===== src/design/pkeg_pkg.sv =====
// Shared types and constants for the pointer and key event generator.
// No dependencies; every design file refers to this package by scoped names.
package pkeg_pkg;

  localparam int NUM_BUTTONS = 3;
  localparam int BTN_W       = 3;   // width of the button level field
  localparam int BTN_USED    = (NUM_BUTTONS < BTN_W) ? NUM_BUTTONS : BTN_W;
  localparam int BIDX_W      = $clog2(BTN_W);
  localparam int COORD_W     = 12;
  localparam int SIZE_W      = 13;
  localparam int REL_W       = 9;
  localparam int SUM_W       = COORD_W + 2;
  localparam int KIND_W      = 3;
  localparam int BNUM_W      = 2;
  localparam int CODE_W      = 8;

  localparam logic [SIZE_W-1:0] SIZE_MAX     = SIZE_W'(4096);
  localparam logic [SIZE_W-1:0] RESET_WIDTH  = SIZE_W'(640);
  localparam logic [SIZE_W-1:0] RESET_HEIGHT = SIZE_W'(480);

  // Event slots of one job, emitted lowest first.
  localparam int SLOT_MOVE = 0;
  localparam int SLOT_KEY  = BTN_W + 1;
  localparam int SLOT_N    = BTN_W + 2;
  localparam int SEL_W     = $clog2(SLOT_N);

  localparam int QUEUE_DEPTH = 2;
  localparam int QPTR_W      = (QUEUE_DEPTH > 1) ? $clog2(QUEUE_DEPTH) : 1;
  localparam int QCNT_W      = $clog2(QUEUE_DEPTH + 1);

  typedef enum logic [0:0] {
    REG_WIDTH  = 1'b0,
    REG_HEIGHT = 1'b1
  } reg_index_t;

  typedef enum logic [KIND_W-1:0] {
    EV_MOVE     = 3'd0,
    EV_BTN_DOWN = 3'd1,
    EV_BTN_UP   = 3'd2,
    EV_KEY_DOWN = 3'd3,
    EV_KEY_UP   = 3'd4
  } event_kind_t;

  typedef struct packed {
    logic [COORD_W-1:0] pos_x;
    logic [COORD_W-1:0] pos_y;
    logic [BTN_W-1:0]   levels;
    logic [SLOT_N-1:0]  slots;
    logic               key_release;
    logic [CODE_W-1:0]  key_code;
  } job_t;

  // Written sizes: zero reads as one, anything above the maximum saturates.
  function automatic logic [SIZE_W-1:0] fix_size(input logic [SIZE_W-1:0] v);
    logic [SIZE_W-1:0] s;
    s = v;
    if (s == '0) s = SIZE_W'(1);
    if (s > SIZE_MAX) s = SIZE_MAX;
    return s;
  endfunction

endpackage


===== src/design/pointer_and_key_event_generator_top.sv =====
// Pointer and key event generator, top level.
// An item's events pass through the job queue, the back end's job register
// and its output register. Throughput: one event per cycle from the back end
// when out_ready allows; items carry up to 5 events, empty ones are not queued.
// Input stalls only when the 2-entry job queue is full.
// Reset: synchronous; 640x480 screen, pointer centered, buttons released.
module pointer_and_key_event_generator_top (
  input  logic                           clk,
  input  logic                           rst,
  input  logic                           in_valid,
  output logic                           in_ready,
  input  logic                           has_motion,
  input  logic                           has_key,
  input  logic signed [pkeg_pkg::REL_W-1:0] rel_x,
  input  logic signed [pkeg_pkg::REL_W-1:0] rel_y,
  input  logic [pkeg_pkg::BTN_W-1:0]     button_levels,
  input  logic                           key_release,
  input  logic [pkeg_pkg::CODE_W-1:0]    key_code,
  input  logic                           cfg_valid,
  output logic                           cfg_ready,
  input  logic [0:0]                     cfg_index,
  input  logic [pkeg_pkg::SIZE_W-1:0]    cfg_data,
  output logic                           out_valid,
  input  logic                           out_ready,
  output logic [pkeg_pkg::KIND_W-1:0]    event_kind,
  output logic [pkeg_pkg::COORD_W-1:0]   pos_x,
  output logic [pkeg_pkg::COORD_W-1:0]   pos_y,
  output logic [pkeg_pkg::BNUM_W-1:0]    button_number,
  output logic [pkeg_pkg::BTN_W-1:0]     button_mask,
  output logic [pkeg_pkg::CODE_W-1:0]    scan_out,
  output logic                           last
);

  logic           q_push, q_full, q_pop, q_valid;
  pkeg_pkg::job_t q_job, q_head;

  pkeg_front u_front (
    .clk, .rst,
    .in_valid, .in_ready,
    .has_motion, .has_key, .rel_x, .rel_y, .button_levels, .key_release, .key_code,
    .cfg_valid, .cfg_ready, .cfg_index, .cfg_data,
    .q_push, .q_job, .q_full
  );

  pkeg_queue u_queue (
    .clk, .rst,
    .push(q_push), .push_job(q_job), .full(q_full),
    .pop(q_pop), .valid(q_valid), .head(q_head)
  );

  pkeg_back u_back (
    .clk, .rst,
    .q_valid, .q_head, .q_pop,
    .out_valid, .out_ready,
    .event_kind, .pos_x, .pos_y, .button_number, .button_mask, .scan_out, .last
  );

endmodule


===== src/design/pkeg_front.sv =====
// Front end: takes input transactions and config writes, tracks pointer and
// button state, and pushes one job per non-empty item. Uses pkeg_pkg.
module pkeg_front (
  input  logic                           clk,
  input  logic                           rst,
  input  logic                           in_valid,
  output logic                           in_ready,
  input  logic                           has_motion,
  input  logic                           has_key,
  input  logic signed [pkeg_pkg::REL_W-1:0] rel_x,
  input  logic signed [pkeg_pkg::REL_W-1:0] rel_y,
  input  logic [pkeg_pkg::BTN_W-1:0]     button_levels,
  input  logic                           key_release,
  input  logic [pkeg_pkg::CODE_W-1:0]    key_code,
  input  logic                           cfg_valid,
  output logic                           cfg_ready,
  input  logic [0:0]                     cfg_index,
  input  logic [pkeg_pkg::SIZE_W-1:0]    cfg_data,
  output logic                           q_push,
  output pkeg_pkg::job_t                 q_job,
  input  logic                           q_full
);

  logic [pkeg_pkg::SIZE_W-1:0]  screen_width, screen_width_next;
  logic [pkeg_pkg::SIZE_W-1:0]  screen_height, screen_height_next;
  logic [pkeg_pkg::COORD_W-1:0] pointer_x, pointer_x_next;
  logic [pkeg_pkg::COORD_W-1:0] pointer_y, pointer_y_next;
  logic [pkeg_pkg::BTN_W-1:0]   button_state, button_state_next;

  logic                          accept;
  logic                          cfg_write;
  logic [pkeg_pkg::SIZE_W-1:0]   new_size;
  logic [pkeg_pkg::BTN_W-1:0]    used_mask;
  logic [pkeg_pkg::BTN_W-1:0]    levels;
  logic [pkeg_pkg::BTN_W-1:0]    changed;
  logic signed [pkeg_pkg::SUM_W-1:0] sum_x, sum_y;
  logic [pkeg_pkg::COORD_W-1:0]  hi_x, hi_y, clamp_x, clamp_y;
  logic                          moved;

  assign in_ready  = !q_full;
  assign cfg_ready = 1'b1;
  assign accept    = in_valid && in_ready;
  assign cfg_write = cfg_valid && cfg_ready;
  assign new_size  = pkeg_pkg::fix_size(cfg_data);

  always_comb begin
    used_mask = '0;
    for (int i = 0; i < pkeg_pkg::BTN_USED; i++) used_mask[i] = 1'b1;
  end

  assign levels  = button_levels & used_mask;
  assign changed = levels ^ button_state;

  assign hi_x  = pkeg_pkg::COORD_W'(screen_width - pkeg_pkg::SIZE_W'(1));
  assign hi_y  = pkeg_pkg::COORD_W'(screen_height - pkeg_pkg::SIZE_W'(1));
  assign sum_x = $signed({2'b00, pointer_x})
               + $signed({{(pkeg_pkg::SUM_W-pkeg_pkg::REL_W){rel_x[pkeg_pkg::REL_W-1]}}, rel_x});
  // positive rel_y is upward, screen Y grows downward
  assign sum_y = $signed({2'b00, pointer_y})
               - $signed({{(pkeg_pkg::SUM_W-pkeg_pkg::REL_W){rel_y[pkeg_pkg::REL_W-1]}}, rel_y});

  always_comb begin
    priority if (sum_x[pkeg_pkg::SUM_W-1]) clamp_x = '0;
    else if (sum_x[pkeg_pkg::SUM_W-2:0] > {1'b0, hi_x}) clamp_x = hi_x;
    else clamp_x = sum_x[pkeg_pkg::COORD_W-1:0];
    priority if (sum_y[pkeg_pkg::SUM_W-1]) clamp_y = '0;
    else if (sum_y[pkeg_pkg::SUM_W-2:0] > {1'b0, hi_y}) clamp_y = hi_y;
    else clamp_y = sum_y[pkeg_pkg::COORD_W-1:0];
  end

  assign moved = (clamp_x != pointer_x) || (clamp_y != pointer_y);

  always_comb begin
    screen_width_next  = screen_width;
    screen_height_next = screen_height;
    pointer_x_next     = pointer_x;
    pointer_y_next     = pointer_y;
    button_state_next  = button_state;
    if (cfg_write) begin
      unique case (cfg_index)
        pkeg_pkg::REG_WIDTH:  screen_width_next  = new_size;
        pkeg_pkg::REG_HEIGHT: screen_height_next = new_size;
        default: ;
      endcase
      pointer_x_next = pkeg_pkg::COORD_W'(screen_width_next >> 1);
      pointer_y_next = pkeg_pkg::COORD_W'(screen_height_next >> 1);
    end else if (accept && has_motion) begin
      pointer_x_next    = clamp_x;
      pointer_y_next    = clamp_y;
      button_state_next = levels;
    end
  end

  always_ff @(posedge clk) begin
    if (rst) begin
      screen_width  <= pkeg_pkg::RESET_WIDTH;
      screen_height <= pkeg_pkg::RESET_HEIGHT;
      pointer_x     <= pkeg_pkg::COORD_W'(pkeg_pkg::RESET_WIDTH >> 1);
      pointer_y     <= pkeg_pkg::COORD_W'(pkeg_pkg::RESET_HEIGHT >> 1);
      button_state  <= '0;
    end else begin
      screen_width  <= screen_width_next;
      screen_height <= screen_height_next;
      pointer_x     <= pointer_x_next;
      pointer_y     <= pointer_y_next;
      button_state  <= button_state_next;
    end
  end

  // Job classification: which events this item causes.
  always_comb begin
    q_job             = '0;
    q_job.pos_x       = has_motion ? clamp_x : pointer_x;
    q_job.pos_y       = has_motion ? clamp_y : pointer_y;
    q_job.levels      = levels;
    q_job.key_release = key_release;
    q_job.key_code    = key_code;
    q_job.slots[pkeg_pkg::SLOT_MOVE] = has_motion && moved;
    for (int i = 0; i < pkeg_pkg::BTN_W; i++) begin
      q_job.slots[i + 1] = has_motion && changed[i];
    end
    q_job.slots[pkeg_pkg::SLOT_KEY] = has_key;
  end

  assign q_push = accept && (q_job.slots != '0);

endmodule


===== src/design/pkeg_queue.sv =====
// Short job queue between front and back end, built from registers.
// Uses pkeg_pkg for the job type and depth.
module pkeg_queue (
  input  logic           clk,
  input  logic           rst,
  input  logic           push,
  input  pkeg_pkg::job_t push_job,
  output logic           full,
  input  logic           pop,
  output logic           valid,
  output pkeg_pkg::job_t head
);

  pkeg_pkg::job_t               entries [pkeg_pkg::QUEUE_DEPTH];
  logic [pkeg_pkg::QPTR_W-1:0]  wr_ptr, rd_ptr;
  logic [pkeg_pkg::QCNT_W-1:0]  count;
  logic                         do_push, do_pop;

  assign full    = (count == pkeg_pkg::QCNT_W'(pkeg_pkg::QUEUE_DEPTH));
  assign valid   = (count != '0);
  assign head    = entries[rd_ptr];
  assign do_push = push && !full;
  assign do_pop  = pop && valid;

  function automatic logic [pkeg_pkg::QPTR_W-1:0] bump(input logic [pkeg_pkg::QPTR_W-1:0] p);
    return (p == pkeg_pkg::QPTR_W'(pkeg_pkg::QUEUE_DEPTH - 1)) ? '0 : p + 1'b1;
  endfunction

  always_ff @(posedge clk) begin
    if (rst) begin
      wr_ptr <= '0;
      rd_ptr <= '0;
      count  <= '0;
    end else begin
      if (do_push) wr_ptr <= bump(wr_ptr);
      if (do_pop)  rd_ptr <= bump(rd_ptr);
      unique case ({do_push, do_pop})
        2'b10:   count <= count + 1'b1;
        2'b01:   count <= count - 1'b1;
        default: count <= count;
      endcase
    end
  end

  always_ff @(posedge clk) begin
    if (do_push) entries[wr_ptr] <= push_job;
  end

endmodule


===== src/design/pkeg_back.sv =====
// Back end: walks the event slots of one job, one event per cycle while the
// output is not stalled, into an output register. Uses pkeg_pkg.
module pkeg_back (
  input  logic                         clk,
  input  logic                         rst,
  input  logic                         q_valid,
  input  pkeg_pkg::job_t               q_head,
  output logic                         q_pop,
  output logic                         out_valid,
  input  logic                         out_ready,
  output logic [pkeg_pkg::KIND_W-1:0]  event_kind,
  output logic [pkeg_pkg::COORD_W-1:0] pos_x,
  output logic [pkeg_pkg::COORD_W-1:0] pos_y,
  output logic [pkeg_pkg::BNUM_W-1:0]  button_number,
  output logic [pkeg_pkg::BTN_W-1:0]   button_mask,
  output logic [pkeg_pkg::CODE_W-1:0]  scan_out,
  output logic                         last
);

  pkeg_pkg::job_t               job;
  logic                         job_valid;
  logic [pkeg_pkg::SLOT_N-1:0]  rem, rem_next;
  logic [pkeg_pkg::SEL_W-1:0]   sel;
  logic                         advance, emit, job_done;
  logic                         ev_last;
  pkeg_pkg::event_kind_t        ev_kind;
  logic [pkeg_pkg::BNUM_W-1:0]  ev_bnum;
  logic [pkeg_pkg::BTN_W-1:0]   ev_mask;
  logic [pkeg_pkg::CODE_W-1:0]  ev_scan;

  // lowest pending slot
  always_comb begin
    sel = '0;
    for (int i = pkeg_pkg::SLOT_N - 1; i >= 0; i--) begin
      if (rem[i]) sel = pkeg_pkg::SEL_W'(i);
    end
  end

  always_comb begin
    rem_next      = rem;
    rem_next[sel] = 1'b0;
  end

  assign ev_last  = (rem_next == '0);
  assign advance  = !out_valid || out_ready;
  assign emit     = advance && job_valid;
  assign job_done = emit && ev_last;
  assign q_pop    = q_valid && (!job_valid || job_done);

  always_comb begin
    ev_bnum = '0;
    ev_mask = job.levels;
    ev_scan = '0;
    priority if (sel == pkeg_pkg::SEL_W'(pkeg_pkg::SLOT_MOVE)) begin
      ev_kind = pkeg_pkg::EV_MOVE;
    end else if (sel == pkeg_pkg::SEL_W'(pkeg_pkg::SLOT_KEY)) begin
      ev_kind = job.key_release ? pkeg_pkg::EV_KEY_UP : pkeg_pkg::EV_KEY_DOWN;
      ev_mask = '0;
      ev_scan = job.key_code;
    end else begin
      // button slot i+1 carries button number i+1
      ev_kind = job.levels[pkeg_pkg::BIDX_W'(sel - 1'b1)] ? pkeg_pkg::EV_BTN_DOWN
                                                         : pkeg_pkg::EV_BTN_UP;
      ev_bnum = pkeg_pkg::BNUM_W'(sel);
    end
  end

  always_ff @(posedge clk) begin
    if (rst) begin
      job_valid <= 1'b0;
      out_valid <= 1'b0;
    end else begin
      if (q_pop) begin
        job_valid <= 1'b1;
      end else if (job_done) begin
        job_valid <= 1'b0;
      end
      if (advance) out_valid <= job_valid;
    end
  end

  always_ff @(posedge clk) begin
    if (q_pop) begin
      job <= q_head;
      rem <= q_head.slots;
    end else if (emit) begin
      rem <= rem_next;
    end
    if (emit) begin
      event_kind    <= ev_kind;
      pos_x         <= job.pos_x;
      pos_y         <= job.pos_y;
      button_number <= ev_bnum;
      button_mask   <= ev_mask;
      scan_out      <= ev_scan;
      last          <= ev_last;
    end
  end

endmodule


===== config.mk =====
export PLATFORM = sky130hd
export DESIGN_NAME = pointer_and_key_event_generator_top
export DESIGN_NICKNAME = d
export VERILOG_FILES = /design/src/design/pkeg_pkg.sv /design/src/design/pointer_and_key_event_generator_top.sv /design/src/design/pkeg_front.sv /design/src/design/pkeg_queue.sv /design/src/design/pkeg_back.sv
export SDC_FILE = /design/constraint.sdc
export NUM_CORES = 1
export LEC_CHECK = 0
export ABC_AREA = 0
export ABC_CLOCK_PERIOD_IN_PS = 13250
export CAP_MARGIN = 20
export CORE_AREA = 4 4 200 240
export CTS_CLUSTER_DIAMETER = 100
export DETAILED_ROUTE_END_ITERATION = 8
export DIE_AREA = 0 0 204 244
export DONT_BUFFER_PORTS = 1
export SKIP_CTS_REPAIR_TIMING = 1
export SYNTH_ARGS = -nofsm -noshare
export SYNTH_HDL_FRONTEND = slang
export SYNTH_SLANG_ARGS = --single-unit

===== constraint.sdc =====
create_clock -name clk -period 13.25 [get_ports clk]
set_input_delay 2.65 -clock clk [delete_from_list [all_inputs] [get_ports clk]]
set_output_delay 2.65 -clock clk [all_outputs]
set_load 0.005 [all_outputs]

Yosys cells after proc, flatten, opt, wreduce, memory -nomap -nowiden:

Memories as Yosys holds them, arrays and structs flattened. A register that Yosys moved wholly into a read port is not among the register bits.
Cells that the tools add are included.
W data, S select, Z words.

* register bits after elaboration: 141
* memory bits (writable): 82
* bits of input ports: 51
* output and inout bits: 44
* word-level logic and storage cells: 125
* memories: 1

Memory list
* u_queue.entries: depth 2, width 41, rd ports 1, clocked after Yosys merged registers in 1, write ports 1, RTL line pkeg_queue.sv:14 `pkeg_pkg::job_t entries [pkeg_pkg::QUEUE_DEPTH];`

* add/sub/neg operators: 9
* order comparisons: 6
* equal/unequal tests: 6
* multiplexer cells: 39
* bitwise gates (word level): 6
* reductions and logical operators: 33

Operators by type and width (count)
* $mux W12: 10
* $mux W13: 4
* $mux W3: 9
* $gt A13 B12 Y1: 2
* $ne A12 B12 Y1: 2
* $sub A12 B1 Y12 const B: 2
* $add A13 B9 Y14: 1
* $sub A13 B9 Y14: 1
* $gt A13 B13 Y1 const B: 1
* $logic_and A1 B1 Y1: 13
* $logic_not A13 Y1: 1
* $mux W1: 10
* $mux W5: 2
* $reduce_bool A2 Y1: 5
* $reduce_and A2 Y1: 3
* $and A5 B5 Y5: 1
* $logic_not A5 Y1: 1
* $not A5 Y5: 1
* $reduce_bool A5 Y1: 1
* $eq A2 B2 Y1 const B: 2
* $lt A3 B4 Y1 const B: 1
* $pmux W2 S2: 1
* $reduce_or A2 Y1: 2
* $sub A2 B1 Y2 const B: 2
* other kinds (14): 21

Longest topological paths before layout:

Gate-level depths: netlist of the first run.

* depth in word-level cells: 18
* gate-level depth with buffers: 28
* depth with buffers taken out: 26

Hierarchy:

Synthesis of the first run repeated with hierarchy kept, for this count alone.

* cell total of the unflattened synthesis: 1134
* area total of the unflattened synthesis: 12161.7 sq um

Modules (own cells, without submodules)
* pkeg_front: times used 1, cells an instance 830, area each 6023.3 sq um
* pkeg_queue: times used 1, cells an instance 154, area each 3174.3 sq um
* pkeg_back: times used 1, cells an instance 150, area each 2964.1 sq um

Least setup slack after synthesis of the first run:

Ideal clock, no wire load.

* path type: input-to-reg
* from: in rel_y[5] (netlist bit)
* to: mem u_queue.entries[0][0] (netlist bit), enable pin
* data arrival time: 9593 ps
* path slack: 3167 ps
* stages on the path: 19
* cells stage by stage: inv_1 ha_1 a21o_1 or3_1 o221a_2 or4_1 nand3_1 ha_1 a2111o_1 a21oi_1 a211oi_1 o31a_1 a211oi_1 mux2_2 nand4b_1 a2111oi_0 o2111ai_1 a21oi_1 nor3_1

* cells in the longest elaborated chain, start to end: 12

RTL lines
* from (decl): RTL line pointer_and_key_event_generator_top.sv:15 `input logic signed [pkeg_pkg::REL_W-1:0] rel_y,`
* $sub A13 B9 Y14 (*): RTL line pkeg_front.sv:60 `- $signed({{(pkeg_pkg::SUM_W-pkeg_pkg::REL_W){rel_y[pkeg_pkg::REL_W-1]}}, rel_y});`
* $gt A13 B12 Y1: RTL line pkeg_front.sv:67 `else if (sum_y[pkeg_pkg::SUM_W-2:0] > {1'b0, hi_y}) clamp_y = hi_y;`
* $mux W12: RTL line pkeg_front.sv:67
* $mux W12 (*): RTL line pkeg_front.sv:66 `priority if (sum_y[pkeg_pkg::SUM_W-1]) clamp_y = '0;`
* $ne A12 B12 Y1 (*): RTL line pkeg_front.sv:71 `assign moved = (clamp_x != pointer_x) || (clamp_y != pointer_y);`
* $logic_or A1 B1 Y1 (*): RTL line pkeg_front.sv:71
* $logic_and A1 B1 Y1 (*): RTL line pkeg_front.sv:118 `q_job.slots[pkeg_pkg::SLOT_MOVE] = has_motion && moved;`
* $reduce_bool A5 Y1 (*): RTL line pkeg_front.sv:125 `assign q_push = accept && (q_job.slots != '0);`
* $logic_and A1 B1 Y1 (*): RTL line pkeg_front.sv:125
* $logic_and A1 B1 Y1 (*): RTL line pkeg_queue.sv:22 `assign do_push = push && !full;`
* $mux W1 (*): RTL line pkeg_queue.sv:46 `if (do_push) entries[wr_ptr] <= push_job;`
* $mux W1 (not written as such) (*): RTL line pkeg_queue.sv:46
* to (decl): RTL line pkeg_queue.sv:14

Every way passes the cells marked *; elsewhere a longest branch is shown, timed or not.

==> impl_metrics.tcl, run 1 <==
set metrics [dict create \
    dp.cells 1742 \
    crit_path_max_incr_delay_ns 0.86 \
    cpLargestDelayFamily "compound AO/OA/AOI/OAI gates" \
    layout.cells.non_filler 1788 \
    ios 95 \
    cts-root-buf "clkbuf_16" \
    power_mw 2.485 \
    antenna_found_initial 0 \
    min-delay-start "u_back.job[31]$_DFFE_PP_" \
    via_count 9165 \
    grt_pass1_wl_um 51460 \
    yosysWarnings 0 \
    htree_levels 1 \
    hold_viol 0 \
    p_seq_share_pct 44.6 \
    cts_tree "built" \
    critical_path_buf_inv_count 1 \
    dieArea_um2 49780 \
    peakVddDrop_mv 0.08900 \
    clock_latency_ns 0.52 \
    crit_path_end_kind "flop" \
    drive_gt1_share_pct 9.386 \
    min_to "u_back.pos_x[2]$_DFFE_PP_" \
    r2r_start "u_front.pointer_y[0]$_SDFFE_PP0P_" \
    final_max_slew_viol_count 0 \
    whs_path_depth 0 \
    finalInstanceArea_um2 13650 \
    seq_area_frac_synth_pct 50.23 \
    drc 0 \
    crit_slowest_cell "a211oi_1" \
    synth-seq-cells 224 \
    timing.final.crit_share_pct 68.49 \
    status "finished, final reports clean" \
    die_width_um 204 \
    netlist.area_leader.share_pct 40.38 \
    p_sw_uw 829.7 \
    critical_path_class "primary input to flop" \
    rrSetupSlack_ns 5.75 \
    grt_pass1_vias 8959 \
    grt_start_max_net_pins 56 \
    synth.area.top_cells "edfxtp_1 (40%), dfxtp_1 (9.8%), ha_1 (5.6%)" \
    avgRoutedWirePerCell_um 18.64 \
    yosys.area.top_type "edfxtp_1" \
    multi_input_area_um2 5659 \
    rows 86 \
    worstRegToRegCells 25 \
    clk_pin_slew_ns 0.06 \
    synth_common_cells "edfxtp_1 (164), nand2_1 (113), a21oi_1 (87)" \
    clock_path_buffers 3 \
    setup_viol 0 \
    fin_util_pct 29.85 \
    ys_async_sr_fraction_pct 0 \
    grt-ovfl-total 0 \
    p_leak_nw 4.796 \
    die_h_um 244 \
    place_congestion 0.9179 \
    maxCapViolCount 0 \
    critPathMostFrequentCell "ha_1" \
    ant_nets 0 \
    crit_fanout 9 \
    p_int_mw 1.655 \
    final.setup.tns_ns 0 \
    switching_share_pct 33.39 \
    synth_cells 1167 \
    dpl_cell_area_um2 12840 \
    synth-edff-count 164 \
    max_freq_mhz 110.2 \
    slew_headroom_pct 29.61 \
    syn-num-nets 1275 \
    syn_avg_cell_area_um2 10.45 \
    n_fill_cell 4665 \
    clkSinkCount 224 \
    synth_cell_type_count 85 \
    drtIter0Drc 759 \
    port_buffers 0 \
    cts_made_buffers 24 \
    required_ns 13.70 \
    critPathLaunchType "primary input" \
    clock_skew_ns 0.02249 \
    powerDensity_nw_per_um2 182.0 \
    grt_usage_pct 12.85 \
    synth_ff_type "edfxtp_1" \
    dp_hpwl_um 25030 \
    period_minus_slack_ns 9.075 \
    arrival_ns 9.53 \
    reg2reg_to "u_queue.count[1]$_SDFFE_PP0P_" \
    diodes 0 \
    crit_chain "ha_1, fa_1, nand2b_1, a21oi_2, o221a_2, or4_1, nand3_1, ha_1, o21ai_0, nand2b_1, a21oi_1, a211oi_1, nor3_1, buf_2, a211oi_1, mux2_2, nand4b_1, a2111oi_0, o2111ai_1, and2_1, o21ai_1, ha_1, or3_1, a21oi_1" \
    syn-cell-area_um2 12200 \
    hold_path_class "flop to flop" \
    power_frac_clock_pct 26.5 \
    regArea_um2 6127 \
    coreArea_um2 45730 \
    tightest_slew_ns 1.049 \
    nets 1262 \
    p_comb_share_pct 28.9 \
    synth.most_common_cell "edfxtp_1" \
    start_util_pct 26.67 \
    via_per_inst 5.126 \
    syn_to_final_growth_pct 11.93 \
    dr.pass1.iters 7 \
    drt-total-wl_um 33340 \
    rsz0062_at_grt "false" \
]
==> stage by stage <==
stage	worst slack [ns]	hold WS, ns
floorplan	3.167	0.4003
global placement	3.575	0.4068
detailed placement	3.640	0.4052
CTS	4.163	0.4189
global route	3.710	0.4294
finish	4.175	0.4176
==> per-layer routing <==
layer	share of wire [%]	wire length (um)	GRT usage [%]
met1	41	13760	16.22
met2	46	15350	20.91
met3	7.6	2548	3.077
met4	5.0	1675	5.756
met5	0	0	0
==> how the worst max path moves through the flow <==
stage,start,endpoint,slack (ns),cells past startpoint
global route,rel_y[0],u_queue.count[1]$_SDFFE_PP0P_,3.71,24
finish,rel_y[0],u_queue.count[1]$_SDFFE_PP0P_,4.17,24
global placement,rel_y[5],u_queue.entries[0][36]$_DFFE_PP_,3.57,20
detailed placement,rel_y[0],u_queue.entries[0][37]$_DFFE_PP_,3.64,22
floorplan,rel_y[5],u_queue.entries[0][0]$_DFFE_PP_,3.17,19
CTS,rel_y[0],u_queue.entries[0][17]$_DFFE_PP_,4.16,22
==> flip-flops by register name, indices dropped and copies added (netlist names), 3 cells and up, named ones only <==
| name | count |
|---|---|
| u_queue.entries | 82 |
| u_back.job | 36 |
| u_front.screen_height | 13 |
| u_front.screen_width | 13 |
| u_back.pos_x | 12 |
| u_back.pos_y | 12 |
| u_front.pointer_x | 12 |
| u_front.pointer_y | 12 |
| u_back.scan_out | 8 |
| u_back.rem | 5 |
| u_back.button_mask | 3 |
| u_back.event_kind | 3 |
| u_front.button_state | 3 |
==> area by class of cell <==
class,instances,share of cell area (%)
clock inverters,15,1.036
repair buffers,8,0.5407
multi-input cells,832,41.45
flip-flops and latches,224,44.88
well taps,616,5.646
clock buffers,29,4.683
inverters,64,1.760
==> worst register-to-register path: stages (launching register included) <==
cell       delay (ns)
dfxtp_1          0.42
inv_1            0.13
ha_1             0.26
fa_1             0.40
nand2b_1         0.19
a21oi_2          0.32
o221a_2          0.30
or4_1            0.11
nand3_1          0.19
ha_1             0.39
o21ai_0          0.10
nand2b_1         0.08
a21oi_1          0.08
a211oi_1         0.86
nor3_1           0.25
buf_2            0.26
a211oi_1         0.39
mux2_2           0.23
nand4b_1         0.10
a2111oi_0        0.77
o2111ai_1        0.40
and2_1           0.30
o21ai_1          0.14
ha_1             0.27
or3_1            0.37
a21oi_1          0.14
==> kinds of logic (layout without fill, tap and decap cells) <==
logic type	after synthesis	after routing	share of synthesized area [%]
other	1	1	0.03075
muxes	60	60	5.345
buffers and inverters	111	116	3.539
DFF	224	224	50.23
adders and majority gates	57	57	5.970
AOI/OAI and AO/OA	323	323	17.53
and+or+nand+nor	345	345	14.05
xor gates and xnor gates	46	46	3.303
==> cells in the final DEF (no fill, tap or decap), types with 6 or more instances in the layout <==
cell type,netlist,layout
xor2_1,21,21
inv_1,63,63
o21ai_1,8,8
a21oi_1,87,87
nand4_1,11,11
mux2i_1,19,19
or3_1,7,7
xnor2_1,25,25
mux2_2,40,40
a31oi_1,13,13
a311oi_1,9,9
o22ai_1,15,15
dfxtp_1,60,59
a21o_1,7,7
a22oi_1,7,7
nand3_1,31,31
nor2b_1,11,10
and2_1,19,19
a2111oi_0,9,9
o21ai_0,57,57
ha_1,55,55
nand2_1,113,113
o311a_1,6,6
nand2b_1,14,14
or4_1,7,7
o311ai_0,7,7
clkbuf_16,0,24
nor2_1,70,69
o21a_1,11,11
o211ai_1,17,17
edfxtp_1,164,164
a211oi_1,25,25
nor4_1,11,11
nor3_1,19,18
==> power groups by stage <==
| stage | sequential [mW] | combinational [mW] | clock (mW) |
|---|---|---|---|
| 2_1_floorplan | 1.07 | 0.542 | 0 |
| 3_3_place_gp | 1.13 | 0.698 | 0 |
| 3_5_place_dp | 1.13 | 0.703 | 0 |
| 4_1_cts | 1.12 | 0.707 | 0.673 |
| 5_1_grt | 1.13 | 0.800 | 0.706 |
| 6_report | 1.11 | 0.718 | 0.658 |
No activity file was read; power rests on OpenSTA's default activity.
==> inputs of run 2 (changes only) <==
Settings changed: ABC_CLOCK_PERIOD_IN_PS 13250 to 7750.
Clock period 13.25 ns to 7.75 ns, I/O delays scaled along.
==> run 2 against run 1 <==
Against the previous run: via count rose by 0.69%; critical path depth did not move; clock skew rose by 0.0062 ns; clock power rose by 88%; flip-flop and latch count did not move; sequential share of layout area fell by 0.95 points.
==> impl_metrics.tcl, run 2 (synthesis results as in run 1) <==
set metrics [dict create \
    drc 0 \
    clkSinkCount 224 \
    clk_pin_slew_ns 0.06 \
    clock_latency_ns 0.54 \
    antenna_found_initial 1 \
    timing.final.crit_share_pct 93.10 \
    syn_to_final_growth_pct 14.35 \
    regArea_um2 6127 \
    p_leak_nw 4.953 \
    drive_gt1_share_pct 11.30 \
    hold_path_class "flop to flop" \
    max_freq_mhz 138.6 \
    ant_nets 0 \
    crit_chain "ha_1, inv_1, fa_1, nor2b_1, o2111ai_2, a31oi_1, or2_2, xnor2_1, inv_1, ha_1, a22oi_1, o211ai_1, o31ai_1, or3b_2, nor2_1, a31oi_1, a2111oi_0, buf_4, o2111ai_1, and2_1, o21ai_1, ha_1, or3_1, a21oi_1" \
    cts_tree "built" \
    crit_fanout 13 \
    hold_viol 0 \
    die_width_um 204 \
    finalInstanceArea_um2 13950 \
    grt_pass1_vias 9082 \
    clock_path_buffers 3 \
    dr.pass1.iters 7 \
    n_fill_cell 4641 \
    via_per_inst 5.096 \
    nets 1284 \
    arrival_ns 7.68 \
    final_common_cell "edfxtp_1" \
    coreArea_um2 45730 \
    dp.cells 1764 \
    ios 95 \
    powerDensity_nw_per_um2 316.9 \
    via_count 9228 \
    regMostFlops "u_queue.entries" \
    grt-ovfl-total 0 \
    rsz0062_at_grt "false" \
    die_h_um 244 \
    start_util_pct 26.67 \
    crit_slowest_cell "a2111oi_0" \
    htree_levels 1 \
    place_ws_ns -0.02052 \
    drtIter0Drc 808 \
    dieArea_um2 49780 \
    grt_pass1_wl_um 52120 \
    grt_usage_pct 13.01 \
    final.setup.worst_slack_ns 0.5347 \
    critPathLaunchType "primary input" \
    crit_path_end_kind "flop" \
    final.setup.tns_ns 0 \
    biggestRegsByFlops "u_queue.entries (82), u_back.job (36)" \
    multi_input_area_um2 5665 \
    clock_skew_ns 0.02872 \
    setup_viol 0 \
    final_max_slew_viol_count 0 \
    layout.cells.non_filler 1811 \
    layout_common_cells "edfxtp_1 (164), nand2_1 (113), a21oi_1 (87)" \
    rows 86 \
    peakVddDrop_mv 0.1593 \
    crit_path_max_incr_delay_ns 0.83 \
    status "finished, final reports clean" \
    maxCapViolCount 0 \
    tightest_slew_ns 1.048 \
    grt_start_max_net_pins 56 \
    dp_hpwl_um 25200 \
    cts_made_buffers 25 \
    dpl_cell_area_um2 13060 \
    diodes 0 \
    required_ns 8.21 \
    drt-total-wl_um 33780 \
    critPathMostFrequentCell "ha_1" \
    avgRoutedWirePerCell_um 18.65 \
    largest_reg_flops 82 \
    place_congestion 0.9113 \
    slew_headroom_pct 30.16 \
    port_buffers 0 \
    critical_path_class "primary input to flop" \
    period_minus_slack_ns 7.215 \
    cts-root-buf "clkbuf_16" \
]
==> run 2: changes by cell type in the layout (fill, tap and decap cells not counted), sizes merged <==
cell	delta
inv	+2
clkinvlp	+1
clkinv	-2
buf	+20
bufinv	+2
==> run 2: final timing paths <==
check                                                       start                             to  slack, ns  cells after the start
worst min register to register           u_back.job[28]$_DFFE_PP_     u_back.pos_y[11]$_DFFE_PP_       0.42                      0
worst max-delay path                                     rel_x[0]  u_queue.count[1]$_SDFFE_PP0P_       0.53                     24
worst max register to register  u_front.pointer_x[0]$_SDFFE_PP0P_  u_queue.count[1]$_SDFFE_PP0P_       1.00                     24
worst min-delay path                     u_back.job[28]$_DFFE_PP_     u_back.pos_y[11]$_DFFE_PP_       0.42                      0
==> run 2: area by class of cell <==
| type | instances | share of cell area [%] |
|---|---|---|
| Clock buffer | 28 | 4.710 |
| Clock inverter | 18 | 1.570 |
| Inverter | 64 | 1.722 |
| Multi-Input combinational cell | 832 | 40.62 |
| Sequential cell | 224 | 43.93 |
| Tap cell | 616 | 5.526 |
| Timing Repair Buffer | 29 | 1.920 |
==> run 2: stage by stage <==
step                power [mW]  hold slack [ns]  utilization, %
detailed placement       3.202           0.4045           28.57
global route             4.676           0.4250           30.50
CTS                      4.455           0.4153           30.48
global placement         3.185           0.4030           28.57
finish                   4.420           0.4173           30.50
floorplan                2.762           0.4003               -
==> run 2: report_power, final <==
group / switching [mW] / total, mW / internal, mW
Combinational: 0.790 / 1.29 / 0.499
Clock: 0.485 / 1.24 / 0.752
Sequential: 0.182 / 1.90 / 1.71
Total: 1.46 / 4.42 / 2.96
==> run 2: critical path, delay by kind of cell <==
family          cells  cell delay (ns)
compound gates     10             2.43
xor+xnor            1             0.17
fa+ha+maj           4             1.19
buf+inv             3             0.46
simple gates        6             1.90
==> run 2: metal layers <==
layer	vias to the layer above	global-route usage (%)	wire (um)
li1	4420	-	-
met1	4399	15.88	13860
met2	324	21.75	15770
met3	83	3.501	2601
met4	2	5.362	1542
met5	-	0	7
